===== src/rtl/bba_pkg.sv =====
// ----------------------------------------------------------------------------
// Block bitmap allocator package
// Item types, operation and status codes, and default sizes.
// ----------------------------------------------------------------------------
package bba_pkg;

    localparam int NUM_BLOCKS_DEF  = 640;
    localparam int WORD_BITS_DEF   = 16;
    localparam int QUEUE_DEPTH_DEF = 2;

    localparam logic [9:0] RESERVED_RESET = 10'd33;

    localparam logic [2:0] OP_ALLOC  = 3'd0;
    localparam logic [2:0] OP_MARK   = 3'd1;
    localparam logic [2:0] OP_FREE   = 3'd2;
    localparam logic [2:0] OP_READ   = 3'd3;
    localparam logic [2:0] OP_FORMAT = 3'd4;

    localparam logic [1:0] ST_OK    = 2'd0;
    localparam logic [1:0] ST_USED  = 2'd1;
    localparam logic [1:0] ST_FULL  = 2'd2;
    localparam logic [1:0] ST_RANGE = 2'd3;

    // Command fields are sized for the largest map the parameters allow.
    localparam int CMD_WORD_W = 10;
    localparam int CMD_BIT_W  = 6;

    typedef struct packed {
        logic [2:0] op;
        logic [9:0] block_number;
        logic [5:0] word_index;
    } t_in;

    typedef struct packed {
        logic [1:0]  status;
        logic [9:0]  block_out;
        logic [15:0] map_word;
    } t_out;

    typedef struct packed {
        logic [2:0]            op;
        logic                  err;
        logic [CMD_WORD_W-1:0] word;
        logic [CMD_BIT_W-1:0]  bitsel;
    } t_cmd;

endpackage


===== src/rtl/block_bitmap_allocator_core.sv =====
// An item waits in the command queue until the back end pops it, which it does
// only when idle and with room in the result queue, where its result is pushed.
// The back end takes no new item until done with the last: a read-modify-write
// of one map word in the bitmap RAM (read in IDLE, update and write in EXEC).
// Reset is synchronous and active low: it empties both queues, sets the
// reserved count to 33 and marks those blocks used through per-word valid bits.
// ----------------------------------------------------------------------------
// Block bitmap allocator
// First-fit free-block allocator over an occupancy bitmap kept in a RAM.
// ----------------------------------------------------------------------------
module block_bitmap_allocator_core import bba_pkg::*; #(
    parameter int NUM_BLOCKS  = NUM_BLOCKS_DEF,
    parameter int WORD_BITS   = WORD_BITS_DEF,
    parameter int QUEUE_DEPTH = QUEUE_DEPTH_DEF
) (
    input  logic       i_clk,
    input  logic       i_rst_n,
    input  logic       push,
    output logic       full,
    input  t_in        i_item,
    output logic       empty,
    input  logic       pop,
    output t_out       o_result,
    input  logic       i_cfg_valid,
    output logic       o_cfg_ready,
    input  logic [9:0] i_cfg_data
);

    logic [9:0] r_reserved;
    t_cmd       cmd_in;
    t_cmd       cmd_out;
    logic       cmd_empty;
    logic       cmd_pop;
    logic       res_full;
    logic       res_push;
    t_out       res;

    assign o_cfg_ready = 1'b1;

    always_ff @(posedge i_clk) begin
        if (!i_rst_n) begin
            r_reserved <= RESERVED_RESET;
        end else if (i_cfg_valid && o_cfg_ready) begin
            r_reserved <= i_cfg_data;
        end
    end

    bba_front #(
        .NUM_BLOCKS (NUM_BLOCKS),
        .WORD_BITS  (WORD_BITS)
    ) u_front (
        .i_item (i_item),
        .o_cmd  (cmd_in)
    );

    bba_fifo #(
        .WIDTH ($bits(t_cmd)),
        .DEPTH (QUEUE_DEPTH)
    ) u_cmd_q (
        .i_clk   (i_clk),
        .i_rst_n (i_rst_n),
        .i_push  (push),
        .i_wdata (cmd_in),
        .o_full  (full),
        .i_pop   (cmd_pop),
        .o_rdata (cmd_out),
        .o_empty (cmd_empty)
    );

    bba_back #(
        .NUM_BLOCKS (NUM_BLOCKS),
        .WORD_BITS  (WORD_BITS)
    ) u_back (
        .i_clk       (i_clk),
        .i_rst_n     (i_rst_n),
        .i_reserved  (r_reserved),
        .i_cmd       (cmd_out),
        .i_cmd_empty (cmd_empty),
        .o_cmd_pop   (cmd_pop),
        .i_res_full  (res_full),
        .o_res_push  (res_push),
        .o_res       (res)
    );

    bba_fifo #(
        .WIDTH ($bits(t_out)),
        .DEPTH (QUEUE_DEPTH)
    ) u_res_q (
        .i_clk   (i_clk),
        .i_rst_n (i_rst_n),
        .i_push  (res_push),
        .i_wdata (res),
        .o_full  (res_full),
        .i_pop   (pop),
        .o_rdata (o_result),
        .o_empty (empty)
    );

endmodule


===== src/rtl/bba_ram.sv =====
// ----------------------------------------------------------------------------
// Generic RAM
// One write port and one read port with registered read data.
// ----------------------------------------------------------------------------
module bba_ram #(
    parameter int WIDTH = 16,
    parameter int DEPTH = 40
) (
    input  logic                                      i_clk,
    input  logic                                      i_we,
    input  logic [(DEPTH > 1 ? $clog2(DEPTH) : 1)-1:0] i_waddr,
    input  logic [WIDTH-1:0]                          i_wdata,
    input  logic                                      i_re,
    input  logic [(DEPTH > 1 ? $clog2(DEPTH) : 1)-1:0] i_raddr,
    output logic [WIDTH-1:0]                          o_rdata
);

    logic [WIDTH-1:0] r_mem [DEPTH];
    logic [WIDTH-1:0] r_rdata;

    always_ff @(posedge i_clk) begin
        if (i_we) begin
            r_mem[i_waddr] <= i_wdata;
        end
        if (i_re) begin
            r_rdata <= r_mem[i_raddr];
        end
    end

    assign o_rdata = r_rdata;

endmodule


===== src/rtl/bba_fifo.sv =====
// ----------------------------------------------------------------------------
// Small queue
// Register-based first-in first-out queue with full and empty flags.
// ----------------------------------------------------------------------------
module bba_fifo #(
    parameter int WIDTH = 8,
    parameter int DEPTH = 2
) (
    input  logic             i_clk,
    input  logic             i_rst_n,
    input  logic             i_push,
    input  logic [WIDTH-1:0] i_wdata,
    output logic             o_full,
    input  logic             i_pop,
    output logic [WIDTH-1:0] o_rdata,
    output logic             o_empty
);

    localparam int PTR_W = (DEPTH > 1) ? $clog2(DEPTH) : 1;
    localparam int CNT_W = $clog2(DEPTH + 1);

    logic [WIDTH-1:0] r_mem [DEPTH];
    logic [PTR_W-1:0] r_wptr, n_wptr;
    logic [PTR_W-1:0] r_rptr, n_rptr;
    logic [CNT_W-1:0] r_count, n_count;
    logic             do_push, do_pop;

    assign o_full  = (r_count == CNT_W'(DEPTH));
    assign o_empty = (r_count == '0);
    assign do_push = i_push && !o_full;
    assign do_pop  = i_pop && !o_empty;
    assign o_rdata = r_mem[r_rptr];

    always_comb begin
        n_wptr  = r_wptr;
        n_rptr  = r_rptr;
        n_count = r_count;
        if (do_push) begin
            n_wptr = (r_wptr == PTR_W'(DEPTH - 1)) ? '0 : r_wptr + 1'b1;
        end
        if (do_pop) begin
            n_rptr = (r_rptr == PTR_W'(DEPTH - 1)) ? '0 : r_rptr + 1'b1;
        end
        if (do_push && !do_pop) begin
            n_count = r_count + 1'b1;
        end else if (do_pop && !do_push) begin
            n_count = r_count - 1'b1;
        end
    end

    always_ff @(posedge i_clk) begin
        if (!i_rst_n) begin
            r_wptr  <= '0;
            r_rptr  <= '0;
            r_count <= '0;
        end else begin
            r_wptr  <= n_wptr;
            r_rptr  <= n_rptr;
            r_count <= n_count;
        end
    end

    always_ff @(posedge i_clk) begin
        if (do_push) begin
            r_mem[r_wptr] <= i_wdata;
        end
    end

endmodule


===== src/rtl/bba_front.sv =====
// ----------------------------------------------------------------------------
// Allocator front end
// Classifies an incoming item: range checks and block-to-word split.
// ----------------------------------------------------------------------------
module bba_front import bba_pkg::*; #(
    parameter int NUM_BLOCKS = NUM_BLOCKS_DEF,
    parameter int WORD_BITS  = WORD_BITS_DEF
) (
    input  t_in  i_item,
    output t_cmd o_cmd
);

    localparam int MAP_WORDS = (NUM_BLOCKS + WORD_BITS - 1) / WORD_BITS;
    localparam int RECIP     = (1 << 16) / WORD_BITS;

    logic [31:0] prod;
    logic [31:0] q_est;
    logic [31:0] rem_est;
    logic [31:0] quot;
    logic [31:0] rem;

    // The reciprocal estimate is low by at most one, so one correction step
    // gives the exact quotient and remainder.
    always_comb begin
        prod    = 32'(i_item.block_number) * 32'(RECIP);
        q_est   = prod >> 16;
        rem_est = 32'(i_item.block_number) - q_est * 32'(WORD_BITS);
        if (rem_est >= 32'(WORD_BITS)) begin
            quot = q_est + 32'd1;
            rem  = rem_est - 32'(WORD_BITS);
        end else begin
            quot = q_est;
            rem  = rem_est;
        end
    end

    always_comb begin
        o_cmd.op     = i_item.op;
        o_cmd.err    = 1'b0;
        o_cmd.word   = quot[CMD_WORD_W-1:0];
        o_cmd.bitsel = rem[CMD_BIT_W-1:0];
        case (i_item.op)
            OP_ALLOC, OP_FORMAT: begin
                o_cmd.err = 1'b0;
            end
            OP_MARK, OP_FREE: begin
                o_cmd.err = (32'(i_item.block_number) >= 32'(NUM_BLOCKS));
            end
            OP_READ: begin
                o_cmd.err  = (32'(i_item.word_index) >= 32'(MAP_WORDS));
                o_cmd.word = CMD_WORD_W'(i_item.word_index);
            end
            default: begin
                o_cmd.err = 1'b1;
            end
        endcase
    end

endmodule


===== src/rtl/bba_back.sv =====
// ----------------------------------------------------------------------------
// Allocator back end
// Executes one command at a time: reads a map word, updates it, writes back.
// ----------------------------------------------------------------------------
module bba_back import bba_pkg::*; #(
    parameter int NUM_BLOCKS = NUM_BLOCKS_DEF,
    parameter int WORD_BITS  = WORD_BITS_DEF
) (
    input  logic       i_clk,
    input  logic       i_rst_n,
    input  logic [9:0] i_reserved,
    input  t_cmd       i_cmd,
    input  logic       i_cmd_empty,
    output logic       o_cmd_pop,
    input  logic       i_res_full,
    output logic       o_res_push,
    output t_out       o_res
);

    localparam int MAP_WORDS = (NUM_BLOCKS + WORD_BITS - 1) / WORD_BITS;
    localparam int WADDR_W   = (MAP_WORDS > 1) ? $clog2(MAP_WORDS) : 1;
    localparam int BIT_W     = $clog2(WORD_BITS);
    localparam int CNT_W     = $clog2(NUM_BLOCKS + 1);
    localparam int RST_SAT   = (int'(RESERVED_RESET) > NUM_BLOCKS) ?
                               NUM_BLOCKS : int'(RESERVED_RESET);

    localparam logic ST_IDLE = 1'b0;
    localparam logic ST_EXEC = 1'b1;

    // Word w as left by a format that reserved the first n blocks.
    function automatic logic [WORD_BITS-1:0] fmt_word(input logic [WADDR_W-1:0] w,
                                                      input logic [CNT_W-1:0] n);
        logic [WORD_BITS-1:0] v;
        v = '0;
        for (int j = 0; j < WORD_BITS; j++) begin
            v[j] = ((32'(w) * 32'(WORD_BITS) + 32'(j)) < 32'(n));
        end
        return v;
    endfunction

    // Bits of word w that lie past the last block; they count as used.
    function automatic logic [WORD_BITS-1:0] pad_mask(input logic [WADDR_W-1:0] w);
        logic [WORD_BITS-1:0] v;
        v = '0;
        for (int j = 0; j < WORD_BITS; j++) begin
            v[j] = ((32'(w) * 32'(WORD_BITS) + 32'(j)) >= 32'(NUM_BLOCKS));
        end
        return v;
    endfunction

    function automatic logic [MAP_WORDS-1:0] fmt_full(input logic [CNT_W-1:0] n);
        logic [MAP_WORDS-1:0] v;
        logic [31:0]          top;
        v = '0;
        for (int w = 0; w < MAP_WORDS; w++) begin
            top  = 32'((w + 1) * WORD_BITS);
            if (top > 32'(NUM_BLOCKS)) begin
                top = 32'(NUM_BLOCKS);
            end
            v[w] = (top <= 32'(n));
        end
        return v;
    endfunction

    logic                 r_state;
    t_cmd                 r_cmd;
    logic [WADDR_W-1:0]   r_waddr;
    logic                 r_none;
    logic [MAP_WORDS-1:0] r_valid;
    logic [MAP_WORDS-1:0] r_full;
    logic [CNT_W-1:0]     r_fmt;

    logic [WADDR_W-1:0]   free_w;
    logic                 any_free;
    logic [WADDR_W-1:0]   rd_addr;
    logic [WORD_BITS-1:0] rdata;
    logic [WORD_BITS-1:0] base;
    logic [WORD_BITS-1:0] pad;
    logic [WORD_BITS-1:0] cur;
    logic [WORD_BITS-1:0] mask;
    logic [BIT_W-1:0]     zero_j;
    logic                 we;
    logic [WORD_BITS-1:0] wdata;
    logic [31:0]          blk_num;
    logic [63:0]          wide;
    logic [31:0]          sat32;
    logic [CNT_W-1:0]     sat;

    assign o_cmd_pop  = (r_state == ST_IDLE) && !i_cmd_empty && !i_res_full;
    assign o_res_push = (r_state == ST_EXEC);

    // Lowest word that still has a free block.
    always_comb begin
        any_free = 1'b0;
        free_w   = '0;
        for (int w = MAP_WORDS - 1; w >= 0; w--) begin
            if (!r_full[w]) begin
                any_free = 1'b1;
                free_w   = WADDR_W'(w);
            end
        end
    end

    assign rd_addr = (i_cmd.op == OP_ALLOC) ? free_w : i_cmd.word[WADDR_W-1:0];

    bba_ram #(
        .WIDTH (WORD_BITS),
        .DEPTH (MAP_WORDS)
    ) u_map (
        .i_clk   (i_clk),
        .i_we    (we),
        .i_waddr (r_waddr),
        .i_wdata (wdata),
        .i_re    (o_cmd_pop),
        .i_raddr (rd_addr),
        .o_rdata (rdata)
    );

    // A word not written since the last format reads as the format pattern.
    assign base = r_valid[r_waddr] ? rdata : fmt_word(r_waddr, r_fmt);
    assign pad  = pad_mask(r_waddr);
    assign cur  = base | pad;
    assign mask = WORD_BITS'(1) << r_cmd.bitsel[BIT_W-1:0];

    always_comb begin
        zero_j = '0;
        for (int j = WORD_BITS - 1; j >= 0; j--) begin
            if (!cur[j]) begin
                zero_j = BIT_W'(j);
            end
        end
    end

    assign blk_num = 32'(r_waddr) * 32'(WORD_BITS) + 32'(zero_j);
    assign wide    = 64'(base);
    assign sat32   = (32'(i_reserved) > 32'(NUM_BLOCKS)) ? 32'(NUM_BLOCKS)
                                                         : 32'(i_reserved);
    assign sat     = sat32[CNT_W-1:0];

    always_comb begin
        we               = 1'b0;
        wdata            = base;
        o_res.status     = ST_OK;
        o_res.block_out  = '0;
        o_res.map_word   = '0;
        if (r_cmd.err) begin
            o_res.status = ST_RANGE;
        end else begin
            case (r_cmd.op)
                OP_ALLOC: begin
                    if (r_none) begin
                        o_res.status = ST_FULL;
                    end else begin
                        we              = (r_state == ST_EXEC);
                        wdata           = base | (WORD_BITS'(1) << zero_j);
                        o_res.block_out = blk_num[9:0];
                    end
                end
                OP_MARK: begin
                    if ((base & mask) != '0) begin
                        o_res.status = ST_USED;
                    end else begin
                        we    = (r_state == ST_EXEC);
                        wdata = base | mask;
                    end
                end
                OP_FREE: begin
                    we    = (r_state == ST_EXEC);
                    wdata = base & ~mask;
                end
                OP_READ: begin
                    o_res.map_word = wide[15:0];
                end
                OP_FORMAT: begin
                    we = 1'b0;
                end
                default: begin
                    o_res.status = ST_RANGE;
                end
            endcase
        end
    end

    always_ff @(posedge i_clk) begin
        if (!i_rst_n) begin
            r_state <= ST_IDLE;
            r_valid <= '0;
            r_fmt   <= CNT_W'(RST_SAT);
            r_full  <= fmt_full(CNT_W'(RST_SAT));
        end else begin
            case (r_state)
                ST_IDLE: begin
                    if (o_cmd_pop) begin
                        r_state <= ST_EXEC;
                    end
                end
                ST_EXEC: begin
                    r_state <= ST_IDLE;
                    if (we) begin
                        r_valid[r_waddr] <= 1'b1;
                        r_full[r_waddr]  <= &(wdata | pad);
                    end
                    if (!r_cmd.err && r_cmd.op == OP_FORMAT) begin
                        r_valid <= '0;
                        r_fmt   <= sat;
                        r_full  <= fmt_full(sat);
                    end
                end
                default: begin
                    r_state <= ST_IDLE;
                end
            endcase
        end
    end

    always_ff @(posedge i_clk) begin
        if (o_cmd_pop) begin
            r_cmd   <= i_cmd;
            r_waddr <= rd_addr;
            r_none  <= !any_free;
        end
    end

endmodule


===== config.mk =====
export PLATFORM = sky130hd
export DESIGN_NAME = block_bitmap_allocator_core
export DESIGN_NICKNAME = d
export VERILOG_FILES = /design/src/rtl/bba_pkg.sv /design/src/rtl/block_bitmap_allocator_core.sv /design/src/rtl/bba_ram.sv /design/src/rtl/bba_fifo.sv /design/src/rtl/bba_front.sv /design/src/rtl/bba_back.sv
export SDC_FILE = /design/constraint.sdc
export NUM_CORES = 1
export LEC_CHECK = 0
export ABC_CLOCK_PERIOD_IN_PS = 17900
export BUFFER_PORTS_ARGS = -buffer_cell sky130_fd_sc_hd__clkbuf_2
export CAP_MARGIN = 20
export CORE_UTILIZATION = 40
export CTS_BUF_LIST = sky130_fd_sc_hd__clkbuf_8
export CTS_CLUSTER_DIAMETER = 50
export DETAILED_ROUTE_END_ITERATION = 7
export GPL_TIMING_DRIVEN = 0
export PLACE_DENSITY = 0.52
export SLEW_MARGIN = 20
export SYNTH_ARGS = -nofsm -noshare
export SYNTH_HDL_FRONTEND = slang
export SYNTH_SLANG_ARGS = --single-unit

===== constraint.sdc =====
create_clock -name i_clk -period 17.9 [get_ports i_clk]
set_clock_uncertainty 0.2 [all_clocks]
set_input_delay 2.685 -clock i_clk [delete_from_list [all_inputs] [get_ports i_clk]]
set_output_delay 2.685 -clock i_clk [all_outputs]
set_load 0.1 [all_outputs]

=== Word level (Yosys, flattened, before mapping) ===
Memory sizes are Yosys's and may differ from the RTL's. A register that Yosys moved wholly into a read port is not among the register bits.
Cells that the tools add are included.

* Register bits after elaboration: 124
* RAM bits: 736
* Memories: 3

{| class="wikitable"
|+ Memories
! memory !! depth !! width !! read ports !! clocked after memory_dff !! wr ports !! line !! text
|-
| u_back.u_map.r_mem || 40 || 16 || 1 || 1 || 1 || bba_ram.sv:18 || <nowiki>logic [WIDTH-1:0] r_mem [DEPTH];</nowiki>
|-
| u_res_q.r_mem || 2 || 28 || 1 || 1 || 1 || bba_fifo.sv:22 || <nowiki>logic [WIDTH-1:0] r_mem [DEPTH];</nowiki>
|-
| u_cmd_q.r_mem || 2 || 20 || 1 || 1 || 1 || bba_fifo.sv:22 ||
|}

* Add/subtract/negate cells: 27
* Order comparisons: 78
* Equal/unequal tests: 10
* Shift operators: 2
* Mux-type cells: 148
* Bitwise operators: 9
* Reduce and logical (&&, ||, !) cells: 37

{| class="wikitable"
|+ Operators by type and width
! cell !! number
|-
| 32-bit by 10-bit >= comparator with 1-bit output (second input constant) || 15
|-
| 32-bit by 10-bit less-than comparator with 1-bit output || 15
|-
| 6-bit 2-to-1 mux || 42
|-
| 9-bit by 10-bit less-or-equal comparator with 1-bit output (first input constant) || 16
|-
| 40-bit 2-to-1 mux || 4
|-
| 10-bit less-or-equal comparator (first input constant) || 9
|-
| 10-bit by 4-bit adder with 11-bit output (second input constant) || 8
|-
| 8-bit by 10-bit less-or-equal comparator with 1-bit output (first input constant) || 8
|-
| 16-bit 2-to-1 mux || 5
|-
| 4-bit 2-to-1 mux || 16
|-
| 16-bit OR || 4
|-
| 1-bit 2-to-1 mux || 61
|-
| 16-bit one-hot mux with 3 select lines || 1
|-
| 10-bit by 3-bit adder with 11-bit output (second input constant) || 4
|-
| 40-bit bitwise mux || 1
|-
| 7-bit by 10-bit less-or-equal comparator with 1-bit output (first input constant) || 4
|-
| 10-bit 2-to-1 mux || 4
|-
| 40-bit OR || 1
|-
| 16-bit bitwise AND || 2
|-
| 32-bit by 5-bit >= comparator with 1-bit output (second input constant) || 1
|-
| 1-bit by 4-bit left shift with 16-bit output (first input constant) || 2
|-
| 26-bit 2-to-1 mux || 1
|-
| 10-bit by 2-bit adder with 11-bit output (second input constant) || 2
|-
| 10-bit >= comparator (second input constant) || 2
|-
| other kinds (38) || 83
|}

=== Logic depth before layout (Yosys ltp) ===
Gate-level depths: netlist of run 1.

* Depth in word-level cells: 41
* Depth in mapped cells: 21
* Gate-level depth less buffers: 15

=== Hierarchy ===
A second synthesis of run 1 with hierarchy kept.

* Cell total of the unflattened synthesis: 2,738
* Area total of the unflattened synthesis: 38,620.8 um2

{| class="wikitable"
|+ By module, submodules not included
! module !! times used !! cells each !! area an instance (um2) !! sequential area each (um2)
|-
| bba_ram || 1 || 1,318 || 25,763.5 || 19,698.9
|-
| bba_back || 1 || 1,162 || 8,339.2 || 2,272.2
|-
| bba_fifo at u_res_q || 1 || 112 || 2,250.9 || 1,781.7
|-
| bba_fifo at u_cmd_q || 1 || 87 || 1,670.4 || 1,301.2
|-
| block_bitmap_allocator_core || 1 || 33 || 380.4 || 200.2
|-
| bba_front || 1 || 26 || 216.5 || 0.0
|}

=== Least setup slack after synthesis of run 1 ===
OpenSTA, ideal clock, no wires.

* Kind: reg2reg
* Start: reg u_back.r_waddr[5]
* End: reg u_back.r_full[12]
* Library setup time: 0.064 ns
* Arrival time: 5.684 ns
* Setup slack: 11.952 ns
* Cell stages (with the launch flop): 18
* Period minus slack after synthesis: 5.948 ns
* Path through: edfxtp_1 -> ha_1 -> a21oi_1 -> o221ai_1 -> nor3_1 -> or4b_1 -> o21ai_0 -> nor2_1 -> o311ai_1 -> buf_4 -> nand3_1 -> o21ai_0 -> nand4_1 -> o31a_1 -> buf_6 -> buf_6 -> o21ai_1 -> o311a_1

* Cells in the longest elaborated chain, start to end: 30

{| class="wikitable"
|+ Ends and longest elaborated chain
! what !! line !! text
|-
| start, declared || bba_back.sv:67 || <nowiki>logic [WADDR_W-1:0] r_waddr;</nowiki>
|-
| start signal, assigned || bba_back.sv:219 || <nowiki>r_waddr <= rd_addr;</nowiki>
|-
| 10-bit by 4-bit adder with 11-bit output or 1-bit binary-select mux with 6-bit select (tied branches) || bba_back.sv:36, bba_back.sv:46, bba_back.sv:120 ||
|-
| 32-bit by 10-bit less-than comparator with 1-bit output or 1-bit 2-to-1 mux (tied branches) || bba_back.sv:36, bba_back.sv:120 ||
|-
| 16-bit 2-to-1 mux || bba_back.sv:120 || <nowiki>assign base = r_valid[r_waddr] ? rdata : fmt_word(r_waddr, r_fmt);</nowiki>
|-
| 16-bit OR || bba_back.sv:122 || <nowiki>assign cur = base | pad;</nowiki>
|-
| 4-bit 2-to-1 mux (16 in series) || bba_back.sv:128 || <nowiki>if (!cur[j]) begin</nowiki>
|-
| 1-bit by 4-bit left shift with 16-bit output || bba_back.sv:155 || <nowiki>wdata = base | (WORD_BITS'(1) << zero_j);</nowiki>
|-
| 16-bit OR || bba_back.sv:155 ||
|-
| 16-bit 2-to-1 mux || bba_back.sv:151 || <nowiki>if (r_none) begin</nowiki>
|-
| 16-bit one-hot mux with 3 select lines || bba_back.sv:149 || <nowiki>case (r_cmd.op)</nowiki>
|-
| 16-bit 2-to-1 mux * || bba_back.sv:146 || <nowiki>if (r_cmd.err) begin</nowiki>
|-
| net u_back.u_map.i_wdata[0] || bba_ram.sv:12 || <nowiki>input logic [WIDTH-1:0] i_wdata,</nowiki>
|-
| 16-bit OR * || bba_back.sv:201 || <nowiki>r_full[r_waddr] <= &(wdata | pad);</nowiki>
|-
| 16-bit AND reduction * || bba_back.sv:201 ||
|-
| 40-bit bitwise mux * || bba_back.sv:201 ||
|-
| 40-bit 2-to-1 mux * || bba_back.sv:199 || <nowiki>if (we) begin</nowiki>
|-
| 40-bit 2-to-1 mux * || bba_back.sv:203 || <nowiki>if (!r_cmd.err && r_cmd.op == OP_FORMAT) begin</nowiki>
|-
| end signal, assigned || bba_back.sv:189 || <nowiki>r_full <= fmt_full(CNT_W'(RST_SAT));</nowiki>
|-
| end signal, assigned by index || bba_back.sv:201 ||
|-
| end signal, assigned || bba_back.sv:206 || <nowiki>r_full <= fmt_full(sat);</nowiki>
|-
| end, declared || bba_back.sv:70 || <nowiki>logic [MAP_WORDS-1:0] r_full;</nowiki>
|}

The timed path passes the listed nets; every way through them passes the cells marked *. The select of a mux whose other input is x is not followed.
A chain may end at the register's enable or synchronous reset.

=== Worst setup path after layout of run 1 ===
* Start: reg u_back.r_waddr[0]
* End: reg u_back.r_full[26]

The elaborated chain is that of the path after synthesis.

==> summary by stage, run 1 <==
Synthesis
The count of unique library cells instantiated by Yosys is 91. Sequential cells were found to cover about 65% of the synthesized design area. Counting every instance in the synthesized netlist gives 2781.

Measured against the total synthesized area, the mux share comes to between 10 and 15%. The mapped netlist covers approximately 38000 um2. The post-synthesis async set-or-reset flop share is 0%. The share of the synthesized area in compound gates (AO/OA/AOI/OAI) is a little under 9%. Of the total synthesized cell area, the portion taken by AND, OR, NAND and NOR gates is approximately 8%.

The number of flops mapped to enable cells by yosys is around 760. During synthesis, Yosys emitted a total of 0 warnings. The main combinational cell family by area after synthesis is multiplexers. For this run, the leading register cell type out of synthesis is sky130_fd_sc_hd__edfxtp_1. After synthesis, the cell types taking the most area are sky130_fd_sc_hd__edfxtp_1 60%, sky130_fd_sc_hd__mux2i_1 13%, sky130_fd_sc_hd__dfxtp_1 5.8%.

The biggest area consumer among synthesized cells is sky130_fd_sc_hd__edfxtp_1. The post-synthesis area per instance is approximately 14 um2. Summed over its instances, the top area cell type makes up roughly 60% of the synthesized netlist area. Summing the areas of all fa, ha and maj instances in the mapped netlist gives less than 1% of the synthesized area. When the netlist entered floorplanning its net count stood at 2824. The synthesized design contains ~870 register bits. The synthesized netlist devotes less than 1% of its cell area to XOR and XNOR gates.

Timing
For this run, the top clock speed supported by timing is 120 MHz. The post-route minimum period is ~8300 ps. The worst hold margin is about 260 ps. The max-slew violation count came to 0. The remaining max-slew budget at the tightest pin is 21.2%. Setup violations remaining at the end of the flow were counted as 0.

The number of hold violations in the final report is 0. Setup repair after global routing left no endpoint under its margin. The setup TNS is 0 ps.

The final critical path takes up ~47% of the cycle. The final worst-path setup slack is ~9600 ps. For the pin with the worst max-slew slack, the measured transition is between 1000 and 1500 ps.

Routing
The DRC violation count after routing is 0. The final routed wirelength across all metal layers is between 100 and 150 mm. The routed layout has about 26k vias. The starting DRC count in detailed routing is 2538. The first detailed-routing pass ran for 6 iterations. The detail route stage leaves a number of antenna-violating nets equal to 0. The ratio of routed vias to standard cells is 5.78.

The mean routed wirelength per cell is approximately 28 um.

Placed design
The detailed placement HPWL is about 90 mm. The placed cell count is 4176. At the end of routability-driven placement, the weighted congestion stood at ~0.90.

The count of buffers added on input and output ports is between 60 and 70. In this run the cell area measured after placement is roughly 41000 um2. The worst slack after detailed placement is roughly 9800 ps.

Finish
The core occupancy in the finished layout is around 47%. The fraction of final layout cells sized beyond drive strength 1 is 16.4%. From synthesis to final layout, the design area changed by 16.4%. Leaving out filler cells and counting taps, the final layout contains approximately 4.4k. The final instance area is 44300 um2. The fill cell instance count of the final layout is between 8k and 9k. The net count of the finished layout is a little over 3k.

Critical path
For this run, the slowest stage of the critical path takes 890 ps. The beginning of the critical path is u_back.r_waddr[0]. The kind of launch point of the worst setup path is a flip-flop. The slowest stage of the critical path is the sky130_fd_sc_hd__o211a_2 cell. The category of the most critical setup path is reg2reg. The buffer and inverter count on the worst path is 4. The required time of the critical path is 18420 ps.

STA classifies the critical path endpoint as a flip-flop. The worst register-to-register path begins at u_back.r_waddr[0]. The worst-path maximum fanout is between 40 and 50.

The cell family contributing the most delay on the critical path is simple AND/OR/NAND/NOR gates. STA puts the critical path data arrival time at 8870 ps. The cell seen most often among critical-path stages is sky130_fd_sc_hd__nand2_1. Traced cell by cell, the critical path runs through buf_2, inv_1, ha_1, nand3b_1, or2_0, clkbuf_1, nand2_1, nor4_1, a21o_1, nor2_1, o311ai_1, buf_4, and2_1, o211a_2, nand4_1, nor3_2, nand2_1, a31oi_1.

Global route
Entering global routing, the biggest net connects 42 pins. The number of antenna violations at the first check in global routing is 9. The overall fraction of global-route tracks in use is approximately a quarter. The via count of the first global-routing pass is roughly 25k.

The global-route wire length before repair is 179 mm. The total grt overflow is 0.

Outcome
The run finished with clean final reports.

Floorplan
For this design the top-level I/O count stands at 65. The initial core utilization is 40.6%. The number of placement rows is around 110.

Measured along the y axis, the die boundary spans just over 300 um. The region available for standard cell placement spans between 90000 and 100000 um2. The floorplan step defined a die boundary enclosing about 96000 um2. The horizontal extent of the die is 310 um.

Clocking
The clock net in this run drives a total of 866 sinks. Clock-pin slew was measured on the worst setup and hold paths at approximately 60 ps. For this design, the CTS-stage hold fixing added 0 buffers.

The number of gates resized after CTS was 0. At the later pin of the worst-skew pair, clock insertion delay measures approximately 820 ps. In this run the number of H-tree levels came out at 4. The post-CTS repair timing setup buffer count is 0.

The largest buffer count on any clock path is 3. The clock root buffer master is sky130_fd_sc_hd__clkbuf_8. The number of clock buffers added by TritonCTS is 152.

The clock tree from TritonCTS is built.

Hold path
The startpoint of the most critical hold path is u_back.r_fmt[8]. The class of the tightest hold or removal check is reg2reg.

Power and ir drop
The total chip power is 8.22 mW. The static leakage is approximately 16 nW. The ratio of total power to cell area is approximately 190 nW/um2. The peak supply drop is 0.133 mV.

Job
The number of maximum-capacitance violations is 0.
[synthesized netlist by cell type (8+ instances only)]
master,instances
sky130_fd_sc_hd__a211oi_1,23
sky130_fd_sc_hd__a21oi_1,117
sky130_fd_sc_hd__a22oi_1,10
sky130_fd_sc_hd__a31oi_1,44
sky130_fd_sc_hd__and2_1,32
sky130_fd_sc_hd__and3_1,15
sky130_fd_sc_hd__buf_1,41
sky130_fd_sc_hd__buf_2,18
sky130_fd_sc_hd__clkbuf_1,105
sky130_fd_sc_hd__dfxtp_1,111
sky130_fd_sc_hd__edfxtp_1,755
sky130_fd_sc_hd__ha_1,9
sky130_fd_sc_hd__inv_1,31
sky130_fd_sc_hd__mux2_2,49
sky130_fd_sc_hd__mux2i_1,509
sky130_fd_sc_hd__nand2_1,149
sky130_fd_sc_hd__nand2b_1,28
sky130_fd_sc_hd__nand3_1,42
sky130_fd_sc_hd__nand3b_1,10
sky130_fd_sc_hd__nand4_1,16
sky130_fd_sc_hd__nor2_1,179
sky130_fd_sc_hd__nor2b_1,18
sky130_fd_sc_hd__nor3_1,46
sky130_fd_sc_hd__nor3_2,9
sky130_fd_sc_hd__nor4_1,15
sky130_fd_sc_hd__o2111ai_1,8
sky130_fd_sc_hd__o211ai_1,14
sky130_fd_sc_hd__o21ai_0,95
sky130_fd_sc_hd__o221a_2,14
sky130_fd_sc_hd__o221ai_1,8
sky130_fd_sc_hd__o22ai_1,80
sky130_fd_sc_hd__o31ai_1,11
sky130_fd_sc_hd__or3_1,10
sky130_fd_sc_hd__or4_1,18
[layout make-up]
type	count	area (um2)	share of cell area, %
flip-flops and latches	866	24900	56.2
multi-input cells	1709	12800	28.8
clock buffers	158	2170	4.91
well taps	1254	1570	3.54
repair buffers	141	1380	3.11
plain buffers	173	726	1.64
clock inverters	105	692	1.56
inverters	33	124	0.279
diodes	4	10.0	0.0226
[state kept, by name, summed over array words and instances (netlist names), named ones only]
name                  cells
u_back.u_map.r_mem      640
u_res_q.r_mem            56
u_back.r_full            40
u_back.r_valid           40
u_cmd_q.r_mem            28
u_back.u_map.o_rdata     16
r_reserved               10
u_back.r_fmt             10
u_back.r_cmd              8
u_back.r_waddr            6
u_cmd_q.r_count           2
u_res_q.r_count           2
u_back.o_res_push         1
u_back.r_none             1
u_cmd_q.r_rptr            1
u_cmd_q.r_wptr            1
u_res_q.r_rptr            1
u_res_q.r_wptr            1
[final timing paths]
| check | to | depth (start not counted) | slack (ps) |
|---|---|---|---|
| setup / recovery | u_back.r_full[26] | 18 | 9550 |
| hold / removal | u_back.r_fmt[8] | 2 | 260 |
| setup reg to reg | u_back.r_full[26] | 18 | 9550 |
| hold reg to reg | u_back.r_fmt[8] | 2 | 260 |
[per-layer routing]
metal | GRT usage [%] | wire length [um] | share of wire [%]
met1 | 36.9 | 56600 | 45
met2 | 40.7 | 57400 | 46
met3 | 4.70 | 8240 | 6.6
met4 | 8.71 | 3560 | 2.8
met5 | 0 | 0 | 0
[power breakdown]
part           switching (mW)  total (mW)  internal (mW)
logic                    2.55        3.64           1.08
clock network           0.819        1.74          0.923
registers              0.0817        2.84           2.76
total                    3.45        8.22           4.77
[worst min-delay path, cell delays in order (launching register included)]
cell and delay, ps:
sky130_fd_sc_hd__dfxtp_1 310, sky130_fd_sc_hd__nand2_1 50, sky130_fd_sc_hd__a21oi_1 50
[logic make-up after synthesis]
logic type / Yosys count
DFF: 866
and+or+nand+nor: 624
muxes: 559
AOI/OAI and AO/OA: 508
buffers and inverters: 206
adders and majority gates: 9
xor gates and xnor gates: 8
other: 1
[cells in the final DEF (no fill, tap or decap), types with 14 or more instances in the layout]
| cell type | synthesis | routed |
|---|---|---|
| sky130_fd_sc_hd__edfxtp_1 | 755 | 755 |
| sky130_fd_sc_hd__buf_4 | 4 | 35 |
| sky130_fd_sc_hd__o221a_2 | 14 | 14 |
| sky130_fd_sc_hd__a31oi_1 | 44 | 41 |
| sky130_fd_sc_hd__buf_1 | 41 | 40 |
| sky130_fd_sc_hd__clkbuf_8 | 0 | 158 |
| sky130_fd_sc_hd__nor4_1 | 15 | 14 |
| sky130_fd_sc_hd__clkinv_1 | 2 | 27 |
| sky130_fd_sc_hd__nor2b_1 | 18 | 18 |
| sky130_fd_sc_hd__clkbuf_2 | 0 | 61 |
| sky130_fd_sc_hd__nor3_2 | 9 | 28 |
| sky130_fd_sc_hd__clkinv_2 | 0 | 14 |
| sky130_fd_sc_hd__a21oi_1 | 117 | 117 |
| sky130_fd_sc_hd__nand4_1 | 16 | 16 |
| sky130_fd_sc_hd__mux2i_1 | 509 | 509 |
| sky130_fd_sc_hd__inv_1 | 31 | 73 |
| sky130_fd_sc_hd__clkbuf_1 | 105 | 105 |
| sky130_fd_sc_hd__nor3_1 | 46 | 27 |
| sky130_fd_sc_hd__buf_6 | 5 | 24 |
| sky130_fd_sc_hd__nand3_1 | 42 | 42 |
| sky130_fd_sc_hd__a211oi_1 | 23 | 23 |
| sky130_fd_sc_hd__o211ai_1 | 14 | 14 |
| sky130_fd_sc_hd__o22ai_1 | 80 | 80 |
| sky130_fd_sc_hd__buf_2 | 18 | 19 |
| sky130_fd_sc_hd__nor2_4 | 1 | 17 |
| sky130_fd_sc_hd__dfxtp_1 | 111 | 111 |
| sky130_fd_sc_hd__o21ai_0 | 95 | 90 |
| sky130_fd_sc_hd__mux2_2 | 49 | 49 |
| sky130_fd_sc_hd__and2_1 | 32 | 32 |
| sky130_fd_sc_hd__or4_1 | 18 | 18 |
| sky130_fd_sc_hd__nand2b_1 | 28 | 28 |
| sky130_fd_sc_hd__nand2_1 | 149 | 149 |
| sky130_fd_sc_hd__nor2_1 | 179 | 155 |
Note: power is estimated with default switching activity, not from simulation.
==> inputs of run 2 (changes only) <==
- ABC_CLOCK_PERIOD_IN_PS: 17900 -> 6700
- PLACE_DENSITY: 0.52 -> 0.54
- clock period: 17.9 -> 6.7 ns (I/O delays scaled with it)
==> run 2 against run 1 <==
Compared with the run above:
- global-route usage down 0.61 points
- non-clock buffer count down 5
- die area is the same
- first-iteration DRC count is 2.2% higher
- via count shrank 0.21%
- utilization hardly changed
- largest cell class unchanged
- clock power grew to 2.6 times the previous value
- combinational power grew to 2.8 times the previous value
==> summary by stage, run 2 (synthesized netlist as in run 1, its figures left out) <==
Outcome
The run finished with clean final reports.

Clocking
For the worst-skew pair, the clock arrives at the later sink with an insertion delay of 840 ps. The largest buffer count on any clock path is 3. The clock-pin slew of the registers on the worst-case setup and hold paths is 60 ps. The clock tree synthesis step divided the H-tree into 4 levels. The clock net sink count is 866. The clock root buffer master is sky130_fd_sc_hd__clkbuf_8. The number of clock buffers added by TritonCTS is approximately 150.

The clock tree from TritonCTS is built.

Finish
Leaving out fill and tap cells, the most frequent cells in the layout are 755 x sky130_fd_sc_hd__edfxtp_1, 509 x sky130_fd_sc_hd__mux2i_1, 154 x sky130_fd_sc_hd__nor2_1, 152 x sky130_fd_sc_hd__clkbuf_8, 148 x sky130_fd_sc_hd__nand2_1. With fillers left out, the area of the finished cells amounts to about 44000 um2. Ranked by flip-flop count, first place goes to u_back.u_map.r_mem. At the end of the flow, the number of nets in the layout was between 3k and 4k. The largest registers in the layout are u_back.u_map.r_mem x640, u_res_q.r_mem x56. Relative to the synthesized area, the layout overhead comes to 16.4%. The register with the most flip-flops in the layout has 640 of them. The layout has 8334 filler cells. The leading cell type in the layout, fill and taps excluded is sky130_fd_sc_hd__edfxtp_1.

The post-route netlist has roughly 17% of its cells at a drive strength greater than 1.

Floorplan
Pin placement for this block handled 65 I/O pins. The die covers roughly 96000 um2. For this configuration, the core starts out at a cell density of between 40% and 50%.

The die is around 310 um tall. The core region is approximately 94000 um2. Row generation in the floorplan step produced roughly 110 rows. The horizontal extent of the die is between 300 and 400 um.

Global route
For this run the aggregate overflow at the end of global routing stands at 0. Global routing consumed, over all layers together, 25.6% of the routing resources. Entering global routing, the biggest net connects 42 pins. The via count of the first global-routing pass is 25.3k. The number of antenna violations at the first check in global routing came to 12. The global-route wire length before repair is ~180 mm.

Hold path
The class of the tightest hold or removal check is in2reg. Counting instances, the worst hold path has a depth of 1. For hold timing, the worst endpoint is u_cmd_q.r_mem[1][1]. The startpoint of the most critical hold path is i_item[7].

Critical path
The required time of the critical path is between 7000 and 8000 ps. In this run the worst path has a maximum fanout of 10. The data arrival time of the critical path is a little over 7000 ps. The category of the most critical setup path is reg2reg. The critical path endpoint category is a flip-flop. The number of cells on the worst reg-to-reg path is 14. The endpoint of the lowest-slack register-to-register path is u_back.u_map.o_rdata[2]. The worst setup slack for register-to-register paths is roughly 100 ps. The kind of launch point of the worst setup path is a flip-flop.

Timing
Counting I/O delays and the setup requirement, the final critical path takes roughly 6600 ps. Measured against its own limit, the worst slew margin works out to 20.1%. Across all setup checks in the final design, the least slack found is approximately 100 ps. The worst path uses between 90% and 100% of the clock period. The transition time at the pin with the least slew margin is 1200 ps.

The max-slew violation count was 0. The highest clock frequency the design can meet is approximately 150 MHz. The count of final setup violators is 0. The number of hold violations in the final report came to 0.

Routing
The count of nets left with antenna violations once routing finished came out at 0. The ratio of routed vias to standard cells is approximately 5.8. Summing over every cut layer, the via total after detailed routing is 25.6k. Summed over all nets, wire length on met3 after detailed routing comes to about 7.9 mm. The top layer used by detailed routing is met5. The DRC violation count after routing is 0. For this block, the routed nets add up to 124 mm of wire. For this block, the initial DRC count from the detailed router was approximately 2.6k. In the final routing, the length of wire on met1 measures roughly 55 mm. The met2 wire length is between 50 and 60 mm. The mean routed wirelength per cell is roughly 28 um. The length of the first detailed-routing pass in iterations is 6.

Placed design
At the end of routability-driven placement, the weighted congestion stood at 0.941. The post-detailed-placement cell area is slightly above 40000 um2. Before CTS, the worst setup slack after placement is -552 ps. The detailed placement HPWL is 89.3 mm. Buffers placed on the I/O ports in this run total 61.

Power and ir drop
The static leakage is approximately 16 nW. The peak supply drop is 0.251 mV. The total chip power is ~22 mW. The ratio of total power to cell area is around 500 nW/um2.

Job
The number of maximum-capacitance violations is 0.
-- run 2: cell count changes in the layout (fill, tap and decap cells not counted), moves of 5 or more --
cell,delta
sky130_fd_sc_hd__clkinvlp_4,-5
sky130_fd_sc_hd__clkinv_2,+13
sky130_fd_sc_hd__clkbuf_8,-6
sky130_fd_sc_hd__clkinv_1,+6
sky130_fd_sc_hd__buf_12,-5
sky130_fd_sc_hd__inv_1,-6
-- run 2: routing by layer --
layer | track usage (%) | up-vias
li1 | - | 11400
met1 | 35.7 | 12900
met2 | 40.7 | 1059
met3 | 3.75 | 226
met4 | 8.80 | 2
met5 | 0 | -
-- run 2: worst max path at each step --
stage,from,end,slack (ps),cells past startpoint
finish,flip-flop,u_back.u_map.o_rdata[2],100,14
floorplan,u_back.r_waddr[5],u_back.r_full[14],750,17
CTS,u_back.r_waddr[0],u_back.u_map.r_mem[9][9],90,15
detailed placement,u_back.r_waddr[0],u_back.r_full[36],-550,18
global placement,u_back.r_waddr[0],u_back.r_full[36],-5270,17
global route,flip-flop,u_back.u_map.o_rdata[1],-4,14
-- run 2: report_power, final --
part | switching (mW) | total [mW] | internal (mW) | leakage (nW)
clock network | 2.23 | 4.53 | 2.30 | 1.58
logic | 7.06 | 10.1 | 2.99 | 6.47
registers | 0.203 | 7.57 | 7.37 | 7.82
total | 9.50 | 22.2 | 12.7 | 15.9
-- run 2: cell type report --
cell class / count / area [um2] / area share (%)
Buffer: 172 / 736 / 1.66
Clock inverter: 115 / 702 / 1.58
Clock buffer: 152 / 2090 / 4.72
Inverter: 33 / 124 / 0.280
Sequential cell: 866 / 24900 / 56.2
Multi-Input combinational cell: 1711 / 12900 / 29.0
Antenna cell: 4 / 10.0 / 0.0226
Tap cell: 1254 / 1570 / 3.54
Timing Repair Buffer: 137 / 1320 / 2.97
-- run 2: worst max-delay path, stage by stage, from the launching register on --
cell and delay, ps:
sky130_fd_sc_hd__dfxtp_1 300, sky130_fd_sc_hd__clkbuf_1 260, sky130_fd_sc_hd__mux2_2 410, sky130_fd_sc_hd__nor3_1 690
sky130_fd_sc_hd__clkbuf_1 370, sky130_fd_sc_hd__o221ai_1 210, sky130_fd_sc_hd__a21oi_1 320, sky130_fd_sc_hd__clkbuf_1 440
sky130_fd_sc_hd__clkbuf_1 690, sky130_fd_sc_hd__clkdlybuf4s15_1 800, sky130_fd_sc_hd__mux2i_1 160, sky130_fd_sc_hd__mux2i_1 390
sky130_fd_sc_hd__o22ai_1 240, sky130_fd_sc_hd__or4_1 730, sky130_fd_sc_hd__mux2i_1 200
-- run 2: metrics by stage --
stage / hold WS [ps] / TNS, ps / util, % / cells
detailed placement: 249 / -8470 / 44.1 / 4170
floorplan: 227 / 0 / - / 2781
finish: 165 / 0 / 47.2 / 4444
global placement: 240 / -1545000 / 42.6 / 4096
CTS: 85.7 / 0 / 47.1 / 4437
global route: 114 / -4.30 / 47.2 / 4441
-- run 2: timing repair --
| item | 4_1_cts | 5_1_grt |
|---|---|---|
| buffers inserted | 0 | 1 |
| gates resized for setup | 5 | 18 |
| pin swaps | 0 | 2 |
| gates cloned | 0 | 2 |
| hold buffers | 0 | 0 |
| endpoints found under the setup margin | 48 | 181 |
| endpoints found under the hold margin | 0 | 0 |
